==> config.mk <==
export PLATFORM = sky130hd
export DESIGN_NAME = serial_bank_mapper_top
export DESIGN_NICKNAME = d
export VERILOG_FILES = /design/src/rtl/sbm_pkg.sv /design/src/rtl/sbm_shift_bank.sv /design/src/rtl/sbm_load_calc.sv /design/src/rtl/serial_bank_mapper_top.sv
export SDC_FILE = /design/constraint.sdc
export NUM_CORES = 1
export LEC_CHECK = 0
export ABC_AREA = 1
export BUFFER_PORTS_ARGS = -buffer_cell sky130_fd_sc_hd__buf_2
export CORE_ASPECT_RATIO = 0.6
export CORE_MARGIN = 4
export CORE_UTILIZATION = 40
export CTS_CLUSTER_DIAMETER = 50
export DETAILED_ROUTE_END_ITERATION = 6
export GPL_ROUTABILITY_DRIVEN = 0
export PLACE_DENSITY = 0.71
export SETUP_SLACK_MARGIN = 0.4
export SLEW_MARGIN = 20
export SYNTH_ARGS = -nofsm -noshare
export SYNTH_HDL_FRONTEND = slang
export SYNTH_SLANG_ARGS = --single-unit
==> constraint.sdc <==
create_clock -name clk -period 2.85 [get_ports clk]
set_clock_uncertainty 0.1 [all_clocks]
set_input_delay 0.57 -clock clk [delete_from_list [all_inputs] [get_ports clk]]
set_output_delay 0.57 -clock clk [all_outputs]
set_load 0.02 [all_outputs]
==> src/rtl/sbm_pkg.sv <==
`timescale 1ns / 1ps
// ----------------------------------------------------------------------------
// sbm_pkg
// Shared types and constants of the serial bank mapper.
// ----------------------------------------------------------------------------
package sbm_pkg;

    localparam int ADDR_W     = 16;
    localparam int DATA_W     = 8;
    localparam int SHIFT_BITS = 5;
    localparam int CNT_W      = 3;
    localparam int WIN_W      = 2;
    localparam int WINDOWS    = 4;
    localparam int OFFSET_W   = 21;
    localparam int SIZE_W     = 16;
    localparam int BANKS_W    = 6;
    localparam int CFG_ADDR_W = 3;
    localparam int IN_TDATA_W  = 24;
    localparam int OUT_TDATA_W = 72;

    // Bit positions inside the written byte.
    localparam int CLEAR_BIT  = 7;
    localparam int SERIAL_BIT = 0;

    // Window register codes.
    localparam logic [WIN_W-1:0] REG_CTRL   = 2'd0;
    localparam logic [WIN_W-1:0] REG_CHR_LO = 2'd1;
    localparam logic [WIN_W-1:0] REG_CHR_HI = 2'd2;
    localparam logic [WIN_W-1:0] REG_PRG    = 2'd3;

    // Configuration register index.
    localparam logic CFG_PRG_BANK_COUNT = 1'b0;
    localparam logic [BANKS_W-1:0] PRG_BANK_COUNT_RESET = 6'd2;

    localparam logic [OFFSET_W-1:0] ROM_HEADER = 21'd16;

    localparam logic [SIZE_W-1:0] SIZE_32K = 16'd32768;
    localparam logic [SIZE_W-1:0] SIZE_16K = 16'd16384;
    localparam logic [SIZE_W-1:0] SIZE_8K  = 16'd8192;
    localparam logic [SIZE_W-1:0] SIZE_4K  = 16'd4096;

    localparam logic [ADDR_W-1:0] DEST_PRG_LOW  = 16'h8000;
    localparam logic [ADDR_W-1:0] DEST_PRG_HIGH = 16'hC000;
    localparam logic [ADDR_W-1:0] DEST_CHR_LOW  = 16'h0000;
    localparam logic [ADDR_W-1:0] DEST_CHR_HIGH = 16'h1000;

    typedef struct packed {
        logic                  valid;
        logic [WIN_W-1:0]      idx;
        logic [SHIFT_BITS-1:0] value;
    } commit_t;

    typedef struct packed {
        logic mirror;
        logic one_screen;
        logic prg_area;
        logic prg_small;
        logic chr_small;
    } ctrl_t;

    typedef struct packed {
        logic                valid;
        logic                target;
        logic [ADDR_W-1:0]   dest;
        logic [OFFSET_W-1:0] offset;
        logic [SIZE_W-1:0]   size;
    } load_t;

endpackage

==> src/rtl/sbm_shift_bank.sv <==
`timescale 1ns / 1ps
// ----------------------------------------------------------------------------
// sbm_shift_bank
// Four serial shift registers, one per 8 KB window, with their bit counts.
// ----------------------------------------------------------------------------
module sbm_shift_bank
(
    input  logic                          clk,
    input  logic                          rst_n,
    input  logic                          step,
    input  logic [sbm_pkg::ADDR_W-1:0]    cpu_address,
    input  logic [sbm_pkg::DATA_W-1:0]    write_data,
    output sbm_pkg::commit_t              commit
);

    logic [sbm_pkg::SHIFT_BITS-1:0] value_reg [sbm_pkg::WINDOWS];
    logic [sbm_pkg::CNT_W-1:0]      count_reg [sbm_pkg::WINDOWS];

    logic [sbm_pkg::WIN_W-1:0]      win;
    logic                           active;
    logic                           clear;
    logic [sbm_pkg::CNT_W-1:0]      cur_count;
    logic [sbm_pkg::SHIFT_BITS-1:0] value_next;
    logic [sbm_pkg::CNT_W-1:0]      count_next;

    assign win       = cpu_address[sbm_pkg::ADDR_W-2 -: sbm_pkg::WIN_W];
    assign active    = cpu_address[sbm_pkg::ADDR_W-1];
    assign clear     = write_data[sbm_pkg::CLEAR_BIT];
    assign cur_count = count_reg[win];

    assign value_next = value_reg[win]
        | (sbm_pkg::SHIFT_BITS'(write_data[sbm_pkg::SERIAL_BIT]) << cur_count);
    assign count_next = cur_count + sbm_pkg::CNT_W'(1);

    always_comb
    begin
        commit.valid = active && !clear
                       && (cur_count == sbm_pkg::CNT_W'(sbm_pkg::SHIFT_BITS - 1));
        commit.idx   = win;
        commit.value = value_next;
    end

    always_ff @(posedge clk or negedge rst_n)
    begin
        if (!rst_n)
        begin
            for (int i = 0; i < sbm_pkg::WINDOWS; i++)
            begin
                value_reg[i] <= '0;
                count_reg[i] <= '0;
            end
        end
        else if (step && active)
        begin
            if (clear || commit.valid)
            begin
                value_reg[win] <= '0;
                count_reg[win] <= '0;
            end
            else
            begin
                value_reg[win] <= value_next;
                count_reg[win] <= count_next;
            end
        end
    end

endmodule

==> src/rtl/sbm_load_calc.sv <==
`timescale 1ns / 1ps
// ----------------------------------------------------------------------------
// sbm_load_calc
// Works out the ROM load (offset, size, destination) for one commit.
// ----------------------------------------------------------------------------
module sbm_load_calc
(
    input  sbm_pkg::commit_t                commit,
    input  sbm_pkg::ctrl_t                  ctrl,
    input  logic [sbm_pkg::BANKS_W-1:0]     prg_bank_count,
    output sbm_pkg::load_t                  load
);

    logic [sbm_pkg::OFFSET_W-1:0] val_ext;
    logic [sbm_pkg::OFFSET_W-1:0] chr_base;

    assign val_ext  = sbm_pkg::OFFSET_W'(commit.value);
    // CHR data follows the header and all 16 KB PRG banks.
    assign chr_base = sbm_pkg::ROM_HEADER
                      + (sbm_pkg::OFFSET_W'(prg_bank_count) << 14);

    always_comb
    begin
        load = '0;
        if (commit.valid)
        begin
            case (commit.idx) inside
                sbm_pkg::REG_PRG:
                begin
                    load.valid  = 1'b1;
                    load.target = 1'b0;
                    if (ctrl.prg_small)
                    begin
                        load.size   = sbm_pkg::SIZE_16K;
                        load.dest   = ctrl.prg_area ? sbm_pkg::DEST_PRG_LOW
                                                    : sbm_pkg::DEST_PRG_HIGH;
                        load.offset = sbm_pkg::ROM_HEADER + (val_ext << 14);
                    end
                    else
                    begin
                        load.size   = sbm_pkg::SIZE_32K;
                        load.dest   = sbm_pkg::DEST_PRG_LOW;
                        load.offset = sbm_pkg::ROM_HEADER + (val_ext << 15);
                    end
                end
                sbm_pkg::REG_CHR_LO, sbm_pkg::REG_CHR_HI:
                begin
                    // A zero bank number is reported but loads nothing.
                    if (commit.value != '0)
                    begin
                        load.valid  = 1'b1;
                        load.target = 1'b1;
                        if (ctrl.chr_small)
                        begin
                            load.size   = sbm_pkg::SIZE_4K;
                            load.dest   = (commit.idx == sbm_pkg::REG_CHR_HI)
                                          ? sbm_pkg::DEST_CHR_HIGH
                                          : sbm_pkg::DEST_CHR_LOW;
                            load.offset = chr_base + (val_ext << 12);
                        end
                        else
                        begin
                            load.size   = sbm_pkg::SIZE_8K;
                            load.dest   = sbm_pkg::DEST_CHR_LOW;
                            load.offset = chr_base + (val_ext << 13);
                        end
                    end
                end
                default:
                begin
                    load = '0;
                end
            endcase
        end
    end

endmodule

==> src/rtl/serial_bank_mapper_top.sv <==
`timescale 1ns / 1ps
// Throughput: one word per cycle; the input register and the result register
// form a two-stage pipeline that stalls only when the result side holds back.
// Reset (rst_n, asynchronous, active low) clears all shift registers, counts and
// control flags, empties both stages, and sets prg_bank_count to 2.
// ----------------------------------------------------------------------------
// serial_bank_mapper_top
// Serial-loaded ROM bank switcher front end: takes CPU write words, shifts
// them into per-window registers and reports each commit and the ROM load
// it calls for.
// ----------------------------------------------------------------------------
module serial_bank_mapper_top
(
    input  logic                              clk,
    input  logic                              rst_n,

    // Input stream.
    input  logic                              s_tvalid,
    output logic                              s_tready,
    // [15:0] cpu_address, [23:16] write_data
    input  logic [sbm_pkg::IN_TDATA_W-1:0]    s_tdata,

    // Result stream.
    output logic                              m_tvalid,
    input  logic                              m_tready,
    // [0] commit_valid, [2:1] reg_index, [7:3] reg_value, [8] mirror_vertical,
    // [9] one_screen, [10] load_valid, [11] load_target, [27:12] dest_address,
    // [48:28] rom_offset, [64:49] window_size, [71:65] zero
    output logic [sbm_pkg::OUT_TDATA_W-1:0]   m_tdata,

    // Configuration port.
    input  logic                              psel,
    input  logic                              penable,
    input  logic                              pwrite,
    input  logic [sbm_pkg::CFG_ADDR_W-1:0]    paddr,
    input  logic [31:0]                       pwdata,
    output logic [31:0]                       prdata,
    output logic                              pready
);

    // ------------------------------------------------------------------
    // Configuration register. The register index is the word address,
    // so byte address bits [1:0] are ignored.
    // ------------------------------------------------------------------
    logic [sbm_pkg::BANKS_W-1:0] prg_bank_count_reg;
    logic                        cfg_sel_banks;

    assign pready        = 1'b1;
    assign cfg_sel_banks = (paddr[2] == sbm_pkg::CFG_PRG_BANK_COUNT);

    always_ff @(posedge clk or negedge rst_n)
    begin
        if (!rst_n)
        begin
            prg_bank_count_reg <= sbm_pkg::PRG_BANK_COUNT_RESET;
        end
        else if (psel && penable && pwrite && pready && cfg_sel_banks)
        begin
            prg_bank_count_reg <= pwdata[sbm_pkg::BANKS_W-1:0];
        end
    end

    assign prdata = cfg_sel_banks ? 32'(prg_bank_count_reg) : 32'd0;

    // ------------------------------------------------------------------
    // Input register. It moves on whenever the result register is free
    // or being emptied in the same cycle, so a word can enter every cycle.
    // ------------------------------------------------------------------
    logic                          in_valid_reg;
    logic [sbm_pkg::ADDR_W-1:0]    in_addr_reg;
    logic [sbm_pkg::DATA_W-1:0]    in_data_reg;
    logic                          out_valid_reg;
    logic [sbm_pkg::OUT_TDATA_W-1:0] out_data_reg;
    logic                          out_adv;
    logic                          step;

    assign out_adv  = !out_valid_reg || m_tready;
    assign step     = in_valid_reg && out_adv;
    assign s_tready = !in_valid_reg || out_adv;

    always_ff @(posedge clk or negedge rst_n)
    begin
        if (!rst_n)
        begin
            in_valid_reg <= 1'b0;
        end
        else if (s_tready)
        begin
            in_valid_reg <= s_tvalid;
        end
    end

    always_ff @(posedge clk)
    begin
        if (s_tready && s_tvalid)
        begin
            in_addr_reg <= s_tdata[sbm_pkg::ADDR_W-1:0];
            in_data_reg <= s_tdata[sbm_pkg::ADDR_W +: sbm_pkg::DATA_W];
        end
    end

    // ------------------------------------------------------------------
    // Shift registers. State updates exactly when the buffered word
    // moves into the result register, which keeps words in order.
    // ------------------------------------------------------------------
    sbm_pkg::commit_t commit;

    sbm_shift_bank u_shift_bank
    (
        .clk         (clk),
        .rst_n       (rst_n),
        .step        (step),
        .cpu_address (in_addr_reg),
        .write_data  (in_data_reg),
        .commit      (commit)
    );

    // ------------------------------------------------------------------
    // Control flags, loaded by a commit to window 0. The flags reported
    // with a word are those after that word.
    // ------------------------------------------------------------------
    sbm_pkg::ctrl_t ctrl_reg;
    sbm_pkg::ctrl_t ctrl_next;
    logic           ctrl_commit;

    assign ctrl_commit = commit.valid && (commit.idx == sbm_pkg::REG_CTRL);

    always_comb
    begin
        ctrl_next = ctrl_reg;
        if (ctrl_commit)
        begin
            ctrl_next.mirror     = !commit.value[0];
            ctrl_next.one_screen = commit.value[1];
            ctrl_next.prg_area   = commit.value[2];
            ctrl_next.prg_small  = commit.value[3];
            ctrl_next.chr_small  = commit.value[4];
        end
    end

    always_ff @(posedge clk or negedge rst_n)
    begin
        if (!rst_n)
        begin
            ctrl_reg <= '0;
        end
        else if (step)
        begin
            ctrl_reg <= ctrl_next;
        end
    end

    // ------------------------------------------------------------------
    // ROM load for PRG and CHR commits. The page-size flags come from
    // the state before this word; a window-0 commit never loads.
    // ------------------------------------------------------------------
    sbm_pkg::load_t load;

    sbm_load_calc u_load_calc
    (
        .commit         (commit),
        .ctrl           (ctrl_reg),
        .prg_bank_count (prg_bank_count_reg),
        .load           (load)
    );

    // ------------------------------------------------------------------
    // Result register. A non-committing word reports zeros except for
    // the two mirroring flags.
    // ------------------------------------------------------------------
    logic [sbm_pkg::OUT_TDATA_W-1:0] result;
    logic [sbm_pkg::WIN_W-1:0]       res_idx;
    logic [sbm_pkg::SHIFT_BITS-1:0]  res_value;

    assign res_idx   = commit.valid ? commit.idx : '0;
    assign res_value = commit.valid ? commit.value : '0;

    assign result = {7'd0, load.size, load.offset, load.dest, load.target, load.valid,
                     ctrl_next.one_screen, ctrl_next.mirror, res_value, res_idx,
                     commit.valid};

    always_ff @(posedge clk or negedge rst_n)
    begin
        if (!rst_n)
        begin
            out_valid_reg <= 1'b0;
        end
        else if (out_adv)
        begin
            out_valid_reg <= in_valid_reg;
        end
    end

    always_ff @(posedge clk)
    begin
        if (step)
        begin
            out_data_reg <= result;
        end
    end

    assign m_tvalid = out_valid_reg;
    assign m_tdata  = out_data_reg;

    // ------------------------------------------------------------------
    // Assertions.
    // ------------------------------------------------------------------

    // A ROM load is only ever reported together with a commit.
    assert property (@(posedge clk) disable iff (!rst_n)
        m_tvalid && m_tdata[10] |-> m_tdata[0])
        else $error("load reported without a commit");

    // A window-0 commit never asks for a ROM load.
    assert property (@(posedge clk) disable iff (!rst_n)
        step && ctrl_commit |-> !load.valid)
        else $error("control commit produced a load");

    // The input side only stalls while a result waits on the output side.
    assert property (@(posedge clk) disable iff (!rst_n)
        !s_tready |-> m_tvalid && in_valid_reg)
        else $error("input stalled with a free pipeline");

    // Control flags change only when a window-0 commit passes through.
    assert property (@(posedge clk) disable iff (!rst_n)
        !(step && ctrl_commit) |=> $stable(ctrl_reg))
        else $error("control flags changed without a control commit");

endmodule

==> results of run 1 <==
==> cell families (layout without fill, tap and decap cells) <==
logic type,Yosys count,after routing
flip-flops,78,78
AND/OR/NAND/NOR,187,187
other,2,70
AO/OA/AOI/OAI,74,74
XOR/XNOR,3,3
adder cells (fa/ha/maj),11,11
multiplexers,2,2
buffers and inverters,137,172
==> power by group <==
part           internal, W  switching [W]  total, W
combinational     0.000566       0.000927   0.00149
clock             0.000679       0.000467   0.00115
sequential         0.00143       0.000143   0.00157
total              0.00268        0.00154   0.00421
==> cells in the final DEF, fill, tap and decap left out, drive strengths merged, types with 3 or more instances in the layout <==
cell type    n
inv         55
nand2      110
buf        102
dfrtp       44
edfxtp      33
o22ai        3
conb        70
ha          10
clkinvlp     3
clkbuf       9
nor2        54
o21ai       52
nand3       20
a21oi       17
xor2         3
==> final cells by class <==
| class | instances | share of cell area, % |
|---|---|---|
| timing repair buffer | 102 | 12.5 |
| tap | 139 | 3.26 |
| clock buffer | 9 | 4.22 |
| inverter | 54 | 3.85 |
| multi-input combinational | 347 | 35.1 |
| clock inverter | 7 | 1.38 |
| sequential | 78 | 39.7 |
==> through the flow <==
| step | power (W) | util, % |
|---|---|---|
| CTS | 0.00403 | 48.5 |
| detailed placement | 0.00276 | 43.7 |
| global placement | 0.00272 | 43.7 |
| global route | 0.00443 | 50.4 |
| floorplan | 0.00245 | - |
| finish | 0.00421 | 50.4 |
==> layer usage <==
| metal | wire length, um | share of wire [%] | global-route usage (%) | up-vias |
|---|---|---|---|---|
| met5 | 0 | 0 | 0 | - |
| met4 | 219 | 2.1 | 5.78 | 0 |
| met3 | 970 | 9.2 | 5.13 | 18 |
| met2 | 4720 | 45 | 23.2 | 149 |
| met1 | 4590 | 44 | 22.3 | 1599 |
| li1 | - | - | - | 1631 |
==> worst max-delay path: cells and delay by family (launching register included) <==
family                     cells  cell delay (ns)
buffers and inverters          4             0.57
xor gates and xnor gates       1             0.14
AOI/OAI and AO/OA              6             0.64
DFF                            1             0.46
adders and majority gates      1             0.38
and+or+nand+nor                4             0.39
==> worst max-delay path by stage <==
stage | start | endpoint | slack, ns | cells after the start
2_1_floorplan | in_addr_reg[13] | m_tdata[46] | 0.17 | 19
5_1_grt | in_addr_reg[13] | m_tdata[45] | -0.10 | 19
4_1_cts | in_addr_reg[13] | m_tdata[46] | 0.03 | 16
3_5_place_dp | in_addr_reg[13] | m_tdata[47] | -0.16 | 15
6_report | in_addr_reg[13] | m_tdata[46] | 0.03 | 16
3_3_place_gp | in_addr_reg[13] | m_tdata[47] | -0.10 | 15
==> timing repair <==
item | 4_1_cts | 5_1_grt
setup buffers | 18 | 6
pin swaps | 15 | 23
endpoints found under the setup margin | 26 | 21
endpoints found under the hold margin | 0 | 0
hold buffers | 0 | 0
cloned | 1 | 0
resized for setup | 22 | 45
==> metrics, run 1 <==
io pins=173; Post-DP HPWL=7060 um; largest area contributor in the netlist=dfrtp_1; Die Ht=88.7 um; Max-Cap Viols=0; Multi-input gate area=1870 um2; pwr dens=790 nW/um2; XOR/XNOR Fraction of Synth Area=0.605%; Final Max Tran Viols=0; simple-gate share of the synthesized area=18.5%; worst setup margin=0.0289 ns; pre-CTS WS=-0.160 ns; slowest cell on the critical path=edfxtp_1; global-route wire length before repair=15400 um; Rel. slew slack=58.7%; initial DRC count=210; EDFF count, synth=33; DRC viols=0; DR vias=3397; #FFs+latches synth=78; peak supply drop=0.377 mV; unrepaired setup endpoints after global routing=yes; # fillers=993; H-tree lvl count=3; Initial Util=41.0%; shortest period the worst path allows=2.82 ns; share of cells above drive strength 1=32.3%; post-layout instance area=5340 um2; root buffer cell=clkbuf_16; post-synthesis cell type count=35; grt ovf=0; IO Port Bufs=55; post-route ant nets=0; Sink Count=78; mean routed wirelength per cell=14.3 um; Pre-antenna DRT Iters=4; cell row count=29; Register Area=2120 um2; Worst Path Required=2.96 ns; Critical Path Sink Type=flop; Clock Tree Buf Depth=2; synth warn=0; Post-Synth Adder-Cell Area=3.34%; Worst R2R End=m_tdata[46]; CP cell instances=buf_6, buf_6, nor2_2, o21ai_1, nand2_1, o21ai_4, buf_4, nand2_2, o21ai_4, fa_2, a21oi_2, o21ai_2, xor2_1, inv_1, nand3_2, a21oi_2; Num CTS Buffers=9; largest family of logic cells by synthesized area=buffers and inverters; Post-Synthesis Cells=494; Nets=669; vias in the first global route=3125; antenna violations before repair=0; Area growth, synth to finish=22.8%; mapped cell area=4350 um2; Max FO, Critical Path=6; status=finished, final reports clean; n_diodes=0; fin cells=736; Skew-Pair Late Insertion Delay=0.34 ns; Worst-Margin Slew=0.617 ns; Clock transition at path regs=0.06 ns; Final Cycle Share=99.0%; Synth top area share=25.3%; Final setup viols=0; RR Startpoint=in_addr_reg[13]; WS Path Type=flop to flop; slowest stage delay, CP=0.46 ns; die width=143 um; Core Box Area=10600 um2; mux cell area share after synthesis=0.518%; Leak=2.62 nW; largest net degree at the start of global routing=46; complex-gate fraction of the synthesized area=9.33%; vias per inst=4.62; max reg flops=28; Synth top cells by count=nand2_1, buf_4, inv_1, nor2_1; Tot GR Track Use=15.9%; Hold Path Class=input port to async pin; Placed Instances=695; Critical Path AT=2.93 ns; TritonCTS clock tree=built; Fin. Hold Viols=0; R2R Setup Slk=0.03 ns; post-route setup TNS=0 ns; Placed Instance Area=4630 um2; share of the yosys chip area belonging to registers=48.7%; worst hold slack=0.127 ns; CP Launch Type=flop; most common cell in the netlist=nand2_1; ys async rst share=57.7%; top cells by area, synth=dfrtp_1, edfxtp_1, buf_4; fmax=354 MHz; predominant post-synthesis flop cell=dfrtp_1; syn_area_per_cell=8.80 um2; Final Routed Wirelength=10500 um; die area=12700 um2; cells on worst reg2reg path=16
No activity file was read; power rests on OpenSTA's default activity.
==> inputs of run 2 (changes only) <==
- CTS_BUF_LIST: default -> sky130_fd_sc_hd__clkbuf_8
==> run 2 against run 1 <==
  * Register-to-register slack about the same
  * Setup slack got worse by 0.0014 ns
  * Via count decreased by 0.62%
  * Worst hold slack got worse by 0.017 ns
  * Global-route usage decreased by 0.34 points
  * Fmax about the same
  * Critical path type unchanged
  * First-iteration DRC count unchanged
  * Highest routed layer unchanged
  * Non-clock buffer count unchanged
  * Total power decreased by 8.6%
  * Flip-flop and latch count unchanged
  * Combinational power decreased by 3%
  * Clock power decreased by 28%
==> metrics, run 2 (same netlist as run 1, synthesis figures left out) <==
status=finished, final reports clean (unchanged); Sink Count=78 (unchanged); DR vias=3376 (was 3397); largest net degree at the start of global routing=46 (unchanged); Max-Cap Viols=0 (unchanged); shortest period the worst path allows=2.82 ns (about the same); Critical Path Sink Type=flop (unchanged); Clock Tree Buf Depth=2 (unchanged); Nets=669 (unchanged); antenna violations before repair=0 (unchanged); peak supply drop=0.294 mV (was 0.377 mV); Post-DP HPWL=7060 um (unchanged); unrepaired setup endpoints after global routing=yes (unchanged); Tot GR Track Use=15.6% (was 15.9%); DRC viols=0 (unchanged); most frequent cells in the layout=nand2_1, conb_1, buf_2 (unchanged); Die Ht=88.7 um (unchanged); root buffer cell=clkbuf_8 (was clkbuf_16); post-route ant nets=0 (unchanged); Final Cycle Share=99.0% (about the same); initial DRC count=210 (unchanged); share of cells above drive strength 1=32.0% (was 32.3%); Rel. slew slack=58.4% (was 58.7%); n_diodes=0 (unchanged); Placed Instances=695 (unchanged); fin cells=736 (unchanged); die area=12700 um2 (unchanged); cell row count=29 (unchanged); Num CTS Buffers=9 (unchanged); TritonCTS clock tree=built (unchanged); grt ovf=0 (unchanged); max reg flops=28 (unchanged); Initial Util=41.0% (unchanged); H-tree lvl count=3 (unchanged); Hold Path Class=input port to async pin (unchanged); worst hold slack=0.110 ns (was 0.127 ns); fmax=354 MHz (about the same); mean routed wirelength per cell=13.8 um (was 14.3 um); worst setup margin=0.0276 ns (was 0.0289 ns); Max FO, Critical Path=6 (unchanged); Worst Path Required=2.97 ns (was 2.96 ns); Final setup viols=0 (unchanged); vias per inst=4.59 (was 4.62); Clock transition at path regs=0.09 ns (was 0.06 ns); Fin. Hold Viols=0 (unchanged); Skew-Pair Late Insertion Delay=0.36 ns (was 0.34 ns); CP Launch Type=flop (unchanged); pre-CTS WS=-0.160 ns (unchanged); commonest non-fill, non-tap cell in the layout=nand2_1 (unchanged); Core Box Area=10600 um2 (unchanged); Leak=2.58 nW (was 2.62 nW); pwr dens=737 nW/um2 (was 790 nW/um2); Pre-antenna DRT Iters=5 (was 4); Power Total=0.00385 W (was 0.00421 W); Area growth, synth to finish=20.3% (was 22.8%); Critical Path AT=2.94 ns (was 2.93 ns); # fillers=1010 (was 993); WS Path Type=flop to flop (unchanged); Worst-Margin Slew=0.621 ns (was 0.617 ns); IO Port Bufs=55 (unchanged); Final Routed Wirelength=10100 um (was 10500 um); Final Max Tran Viols=0 (unchanged); die width=143 um (unchanged); io pins=173 (unchanged); vias in the first global route=3098 (was 3125); global-route wire length before repair=15200 um (was 15400 um)
## run 2: per-stage QoR
| step | util (%) | setup TNS [ns] | instance area (um2) |
|---|---|---|---|
| final | 49.3 | 0 | 5230 |
| after global routing | 49.3 | -0.414 | 5230 |
| after CTS | 47.5 | 0 | 5030 |
| after detailed placement | 43.7 | -0.228 | 4630 |
| after global placement | 43.7 | -0.103 | 4630 |
| after floorplan | - | 0 | 4620 |
## run 2: metal layers
| metal | wire, um | GRT usage [%] | vias to the layer above | part of all wire [%] |
|---|---|---|---|---|
| met5 | 0 | 0 | - | 0 |
| met4 | 100 | 3.97 | 0 | 0.99 |
| met1 | 4490 | 22.5 | 1584 | 44 |
| met3 | 985 | 4.64 | 10 | 9.7 |
| li1 | - | - | 1629 | - |
| met2 | 4550 | 23.0 | 153 | 45 |
## run 2: power by group
part	switching (W)	internal [W]
clock	0.000425	0.000405
combinational	0.000894	0.000556
sequential	0.000143	0.00143
total	0.00146	0.00239
## run 2: final cells by class
class	instances	area (um2)	share of cell area [%]
Multi-Input combinational cell	347	1860	35.7
Clock inverter	7	73.8	1.41
Sequential cell	78	2120	40.5
Timing Repair Buffer	102	666	12.7
Tap cell	139	174	3.33
Clock buffer	9	124	2.37
Inverter	54	208	3.97
## run 2: final timing paths
check	cells after the start	to	slack (ns)	startpoint
max	16	m_tdata[46]	0.03	in_addr_reg[13]
min	1	u_shift_bank.value_reg[0]	0.11	rst_n
max reg2reg	16	m_tdata[46]	0.03	in_addr_reg[13]
min reg2reg	2	ctrl_reg[4]	0.39	ctrl_reg[4]
max in group asynchronous	1	prg_bank_count_reg[1]	2.15	rst_n
min in group clk	1	in_data_reg[7]	0.28	s_tdata[23]
## run 2: timing repair
item,4_1_cts,5_1_grt
cloned,1,0
pin swaps,16,23
setup buffers,18,6
setup endpoints to repair,28,38
hold buffers,0,0
resized for setup,22,42
hold endpoints to repair,0,0
## run 2: critical path, cell delays in order (launching register included)
cell      delay, ns
edfxtp_1       0.48
buf_6          0.18
buf_6          0.13
nor2_2         0.09
o21ai_1        0.07
nand2_1        0.14
o21ai_4        0.08
buf_4          0.16
nand2_2        0.08
o21ai_4        0.08
fa_2           0.38
a21oi_2        0.15
o21ai_2        0.09
xor2_1         0.14
inv_1          0.10
nand3_2        0.07
a21oi_2        0.15
